### config.mk
export PLATFORM = sky130hd
export DESIGN_NAME = mrst_cell
export DESIGN_NICKNAME = d
export VERILOG_FILES = /design/src/hdl/mrst_pkg.sv /design/src/hdl/mrst_cell.sv
export SDC_FILE = /design/constraint.sdc
export NUM_CORES = 2
export LEC_CHECK = 0
export ABC_AREA = 1
export BUFFER_PORTS_ARGS = -buffer_cell sky130_fd_sc_hd__clkbuf_2
export CAP_MARGIN = 20
export CELL_PAD_IN_SITES_DETAIL_PLACEMENT = 2
export CELL_PAD_IN_SITES_GLOBAL_PLACEMENT = 2
export CORE_AREA = 2 2 502 504
export DETAILED_ROUTE_END_ITERATION = 10
export DIE_AREA = 0 0 504 506
export PLACE_DENSITY_LB_ADDON = 0.12
export SYNTH_ARGS = -nofsm -noshare
export SYNTH_HDL_FRONTEND = slang
export SYNTH_SLANG_ARGS = --single-unit
### constraint.sdc
create_clock -name clk -period 4.7 [get_ports clk]
set_clock_uncertainty 0.2 [all_clocks]
set_input_delay 0.47 -clock clk [delete_from_list [all_inputs] [get_ports clk]]
set_output_delay 0.47 -clock clk [all_outputs]
set_load 0.02 [all_outputs]
### src/hdl/mrst_pkg.sv
`timescale 1ns / 1ps
// ----------------------------------------------------------------------------
// mrst_pkg
// Shared types and command codes for the multi-rule substring trigger.
// ----------------------------------------------------------------------------
package mrst_pkg;

    typedef enum logic [2:0] {
        CMD_BYTE   = 3'd0,
        CMD_EOL    = 3'd1,
        CMD_STAGE  = 3'd2,
        CMD_APPEND = 3'd3,
        CMD_REMOVE = 3'd4
    } cmd_t;

    localparam logic [1:0] ST_OK       = 2'd0;
    localparam logic [1:0] ST_FULL     = 2'd1;
    localparam logic [1:0] ST_BAD_IDX  = 2'd2;

    localparam int TIME_W = 48;
    localparam int CD_W   = 31;

    typedef struct packed {
        logic [2:0]  cmd;
        logic [7:0]  data;
        logic [47:0] now_ms;
        logic [3:0]  rule_index;
        logic [4:0]  byte_position;
        logic [4:0]  pattern_length;
        logic        ignore_case;
        logic        rule_on;
        logic [30:0] cooldown;
    } in_item_t;

    typedef struct packed {
        logic [1:0] status;
        logic [3:0] fired_count;
        logic [7:0] fired_mask;
        logic [2:0] rule_slot;
    } out_item_t;

    // Control to each rule cell
    typedef struct packed {
        logic        shift_byte;
        logic        eol;
        logic        append_here;
        logic        shift_down;
        logic [47:0] now_ms;
    } cell_ctl_t;

    function automatic logic [7:0] fold_byte(input logic [7:0] c, input logic fold);
        if (fold && c >= 8'h41 && c <= 8'h5A)
            return c + 8'd32;
        return c;
    endfunction

endpackage

### src/hdl/mrst_cell.sv
`timescale 1ns / 1ps
// ----------------------------------------------------------------------------
// mrst_cell
// One rule slot: pattern, flags, cooldown, last fire time and match mark.
// ----------------------------------------------------------------------------
module mrst_cell #(
    parameter int PAT_LEN = 32
) (
    input  logic                    clk,
    input  logic                    rst_n,
    input  mrst_pkg::cell_ctl_t     ctl,
    input  logic                    active,
    input  logic [PAT_LEN-1:0][7:0] window,
    input  logic [$clog2(PAT_LEN+1)-1:0] fill,
    // new rule contents
    input  logic [PAT_LEN-1:0][7:0] new_pat,
    input  logic [$clog2(PAT_LEN)-1:0] new_len,
    input  logic                    new_on,
    input  logic                    new_fold,
    input  logic [30:0]             new_cd,
    // neighbour above, for shift-down on remove
    input  logic [PAT_LEN-1:0][7:0] up_pat,
    input  logic [$clog2(PAT_LEN)-1:0] up_len,
    input  logic                    up_on,
    input  logic                    up_fold,
    input  logic [30:0]             up_cd,
    input  logic [47:0]             up_last,
    input  logic                    up_match,
    output logic [PAT_LEN-1:0][7:0] pat,
    output logic [$clog2(PAT_LEN)-1:0] len,
    output logic                    on,
    output logic                    fold,
    output logic [30:0]             cd,
    output logic [47:0]             last,
    output logic                    match,
    output logic                    fire
);
    localparam int LW = $clog2(PAT_LEN);
    localparam int FW = $clog2(PAT_LEN+1);

    logic [PAT_LEN-1:0][7:0] pat_reg;
    logic [LW-1:0]  len_reg;
    logic           on_reg, fold_reg, match_reg;
    logic [30:0]    cd_reg;
    logic [47:0]    last_reg;

    logic           tail_hit;
    logic           cooling;
    logic [PAT_LEN-1:0] eq;

    // Window with newest byte at top; pattern byte k aligns with
    // window[PAT_LEN - len + k], after this cycle's byte is shifted in.
    always_comb
    begin
        for (int k = 0; k < PAT_LEN; k++)
        begin
            if (k < int'(len_reg))
                eq[k] = mrst_pkg::fold_byte(window[PAT_LEN - int'(len_reg) + k], fold_reg)
                        == mrst_pkg::fold_byte(pat_reg[k], fold_reg);
            else
                eq[k] = 1'b1;
        end
        tail_hit = (len_reg != '0) && (FW'(len_reg) <= fill) && (&eq);
        cooling = 1'b0;
        if (cd_reg != '0 && last_reg != '0)
            cooling = (ctl.now_ms < last_reg) ||
                      ((ctl.now_ms - last_reg) < {17'd0, cd_reg});
        fire = active && on_reg && (match_reg || len_reg == '0) && !cooling;
    end

    always_ff @(posedge clk or negedge rst_n)
    begin
        if (!rst_n)
        begin
            pat_reg   <= '0;
            len_reg   <= '0;
            on_reg    <= 1'b0;
            fold_reg  <= 1'b0;
            cd_reg    <= '0;
            last_reg  <= '0;
            match_reg <= 1'b0;
        end
        else if (ctl.append_here)
        begin
            pat_reg   <= new_pat;
            len_reg   <= new_len;
            on_reg    <= new_on;
            fold_reg  <= new_fold;
            cd_reg    <= new_cd;
            last_reg  <= '0;
            match_reg <= 1'b0;
        end
        else if (ctl.shift_down)
        begin
            pat_reg   <= up_pat;
            len_reg   <= up_len;
            on_reg    <= up_on;
            fold_reg  <= up_fold;
            cd_reg    <= up_cd;
            last_reg  <= up_last;
            match_reg <= up_match;
        end
        else if (ctl.eol)
        begin
            if (fire)
                last_reg <= ctl.now_ms;
            match_reg <= 1'b0;
        end
        else if (ctl.shift_byte && active && tail_hit)
        begin
            match_reg <= 1'b1;
        end
    end

    assign pat   = pat_reg;
    assign len   = len_reg;
    assign on    = on_reg;
    assign fold  = fold_reg;
    assign cd    = cd_reg;
    assign last  = last_reg;
    assign match = match_reg;
endmodule

==> impl_metrics.json <==
{
  "status": "finished with violations",
  "failed_checks": "setup timing",
  "drt_iter0_drc": 4746,
  "r2r_slack_ns": -0.05,
  "power.density_nw_per_um2": 394,
  "drt_wl_total_mm": 429,
  "path_common_cell": "nand2_1",
  "vias_per_cell": 4.95,
  "die_w_um": 504,
  "whs_path_depth": 4,
  "fin_nets": 12600,
  "hold_path_end": "last[12]",
  "slowest_delay_ns": 0.38,
  "crit_arrival_ns": 4.57,
  "drive_gt1_share_pct": 26.0,
  "die_y_um": 506,
  "fin_crit_sh_pct": 112,
  "tritoncts": "built",
  "insertion_delay_ns": 0.75,
  "worstPathRequired_ns": 4.03,
  "synth.area.top_cells": "nand2_1 (33%), dfrtp_1 (18%), nand3_1 (16%)",
  "first_global_vias": 78400,
  "min_period_ns": 5.24,
  "fmax_ghz": 0.191,
  "synth_edf_count": 0,
  "top_level_ports": 1298,
  "grt_usage_pct": 31.8,
  "r2r_start": "last[10]",
  "antenna_found_initial": 83,
  "rsz0062_at_grt": "true",
  "placed_cell_area_um2": 67300,
  "hold_viol_final": 0,
  "numCtsBuffers": 52,
  "drv_cap": 0,
  "syn_inst": 8635,
  "r2r_cells": 32,
  "grt_pass1_wl_mm": 589,
  "synth_nets": 9738,
  "syn-cell-area_um2": 47000,
  "crit_fanout": 3,
  "num_rows": 184,
  "max_slew_margin_pct": 24.1,
  "firstDrtPassIters": 6,
  "endpoint_kind": "primary output",
  "synth_most_common_cell": "nand2_1",
  "dp_hpwl_mm": 355,
  "syn_avg_cell_area_um2": 5.44,
  "postRouteAntennaNets": 0,
  "overflow": 0,
  "syn_to_final_growth_pct": 66.4,
  "port_buffers": 1297,
  "remaining_drc_errors": 0,
  "p_leak_nw": 41.3,
  "critPathKind": "reg -> out",
  "yosysTopAreaCell": "nand2_1",
  "vias": 73600,
  "root_buffer": "clkbuf_16",
  "largest_reg_flops": 256,
  "slowest_stage": "dfrtp_1",
  "startpoint_type": "flop",
  "ys_warn_count": 0,
  "min-delay-path-class": "in -> reg",
  "placed_cells": 14000,
  "synthTopCellsByCount": "nand2_1 (4,071), nand3_1 (1,459), inv_1 (629), nor2_1 (376), dfrtp_1 (343)",
  "yosysTopAreaCellShare_pct": 32.5,
  "dieArea_um2": 255000,
  "synth-seq-cells": 343,
  "finalNonFillerCells": 14900,
  "wire_per_inst_um": 28.8,
  "worstHoldStart": "up_last[12]",
  "h-tree-depth": 2,
  "clockBufferDepth": 3,
  "peakVddDrop_mv": 0.313,
  "ys_types": 56,
  "cts_num_sinks": 343,
  "worst_pin_slew_ns": 1.14,
  "yosysSeqAreaShare_pct": 18.3,
  "floorplan.initialDensity_pct": 18.8,
  "core_area_um2": 250000,
  "place_congestion": 0.956,
  "async_reset_ff_share_pct": 100,
  "rr_endpoint": "last[34]",
  "clk_pin_slew_ns": 0.07,
  "grt_max_degree": 129,
  "slew_viol_final": 0,
  "final.setup.worst_slack_ns": -0.543,
  "final_area_um2": 78200,
  "n_fill_cell": 30700,
  "synthFlopType": "dfrtp_1",
  "final-setup-viol-count": 38
}
## per-layer routing
metal	global-route usage [%]	vias up	part of all wire [%]
li1	-	33800	-
met1	39.8	37200	43
met2	54.2	2018	47
met3	3.91	531	4.7
met4	14.5	24	5.5
met5	0	-	0.038
## critical path: cells and delay by family (launching register included)
kind	cells	cell delay, ns
and+or+nand+nor	14	1.18
AOI/OAI and AO/OA	5	0.93
buffers and inverters	6	0.61
adders and majority gates	2	0.59
DFF	1	0.38
xor gates and xnor gates	1	0.15
## cells by family (layout without fill, tap and decap cells)
group	Yosys count	in the layout	synth area share, %
compound gates	694	694	9.67
xor+xnor	139	139	2.59
fa+ha+maj	149	149	3.98
buf+inv	1057	3912	9.49
flops	343	343	18.3
other cells	0	43	0
simple gates	6253	6253	56.0
## final cells by class
class,instances,area [µm²],area share (%)
well taps,3348,4190,5.36
diodes,43,108,0.138
flip-flops and latches,343,8590,11.0
clock inverters,27,284,0.363
repair buffers,3164,25900,33.1
clock buffers,70,1500,1.92
inverters,651,2480,3.17
multi-input cells,7235,35200,45.0
## cells in the final DEF, fill, tap and decap left out, types with 111 or more instances in the layout
cell           Yosys  layout
buf_12             0     229
o21ai_0          169     147
dlygate4sd3_1      0     659
ha_1             148     141
nand3_1         1459    1419
inv_1            629     623
nand2_1         4071    3911
nand2_2           31     171
clkbuf_2           0    1294
dfrtp_1          343     340
nand4_1          124     124
o211ai_1         226     226
xor2_1           111     111
nor2_1           376     359
buf_4             36     919
## stage by stage
step	TNS, ns	hold slack (ns)	total power, mW	setup slack [ns]	utilization, %
3_5_place_dp	-18.92	0.290	24.8	-0.408	26.9
6_report	-1.45	0.0156	30.8	-0.543	31.3
3_3_place_gp	-16.87	0.282	24.3	-0.354	26.9
5_1_grt	-9.95	0.0228	32.8	-0.720	31.3
4_1_cts	-0.509	0.00176	30.0	-0.509	30.4
2_1_floorplan	0	-0.0256	13.3	0.159	-
## how the worst max path moves through the flow
stage | from | endpoint | cells past startpoint | slack (ns)
6_report | last[10] | fire | 28 | -0.54
5_1_grt | last[7] | fire | 28 | -0.72
4_1_cts | last[10] | fire | 26 | -0.51
3_5_place_dp | ctl[6] | last[1] | 30 | -0.41
3_3_place_gp | ctl[0] | last[5] | 35 | -0.35
2_1_floorplan | len[0] | match | 32 | 0.16
## power by group
part	switching [mW]	leakage [nW]	total [mW]	internal [mW]
clock	1.94	0.885	4.36	2.41
sequential	0.487	4.19	3.72	3.24
combinational	14.0	36.2	22.8	8.80
total	16.4	41.3	30.8	14.5
## timing repair
action                                  4_1_cts  5_1_grt
endpoints found under the setup margin       50       50
setup buffers                                 2       27
hold buffers                                659        0
hold endpoints to repair                    390        0
gates cloned                                  0       31
gates resized for setup                      45      348
pin swaps                                    10       46
No activity file was read; power rests on OpenSTA's default activity.
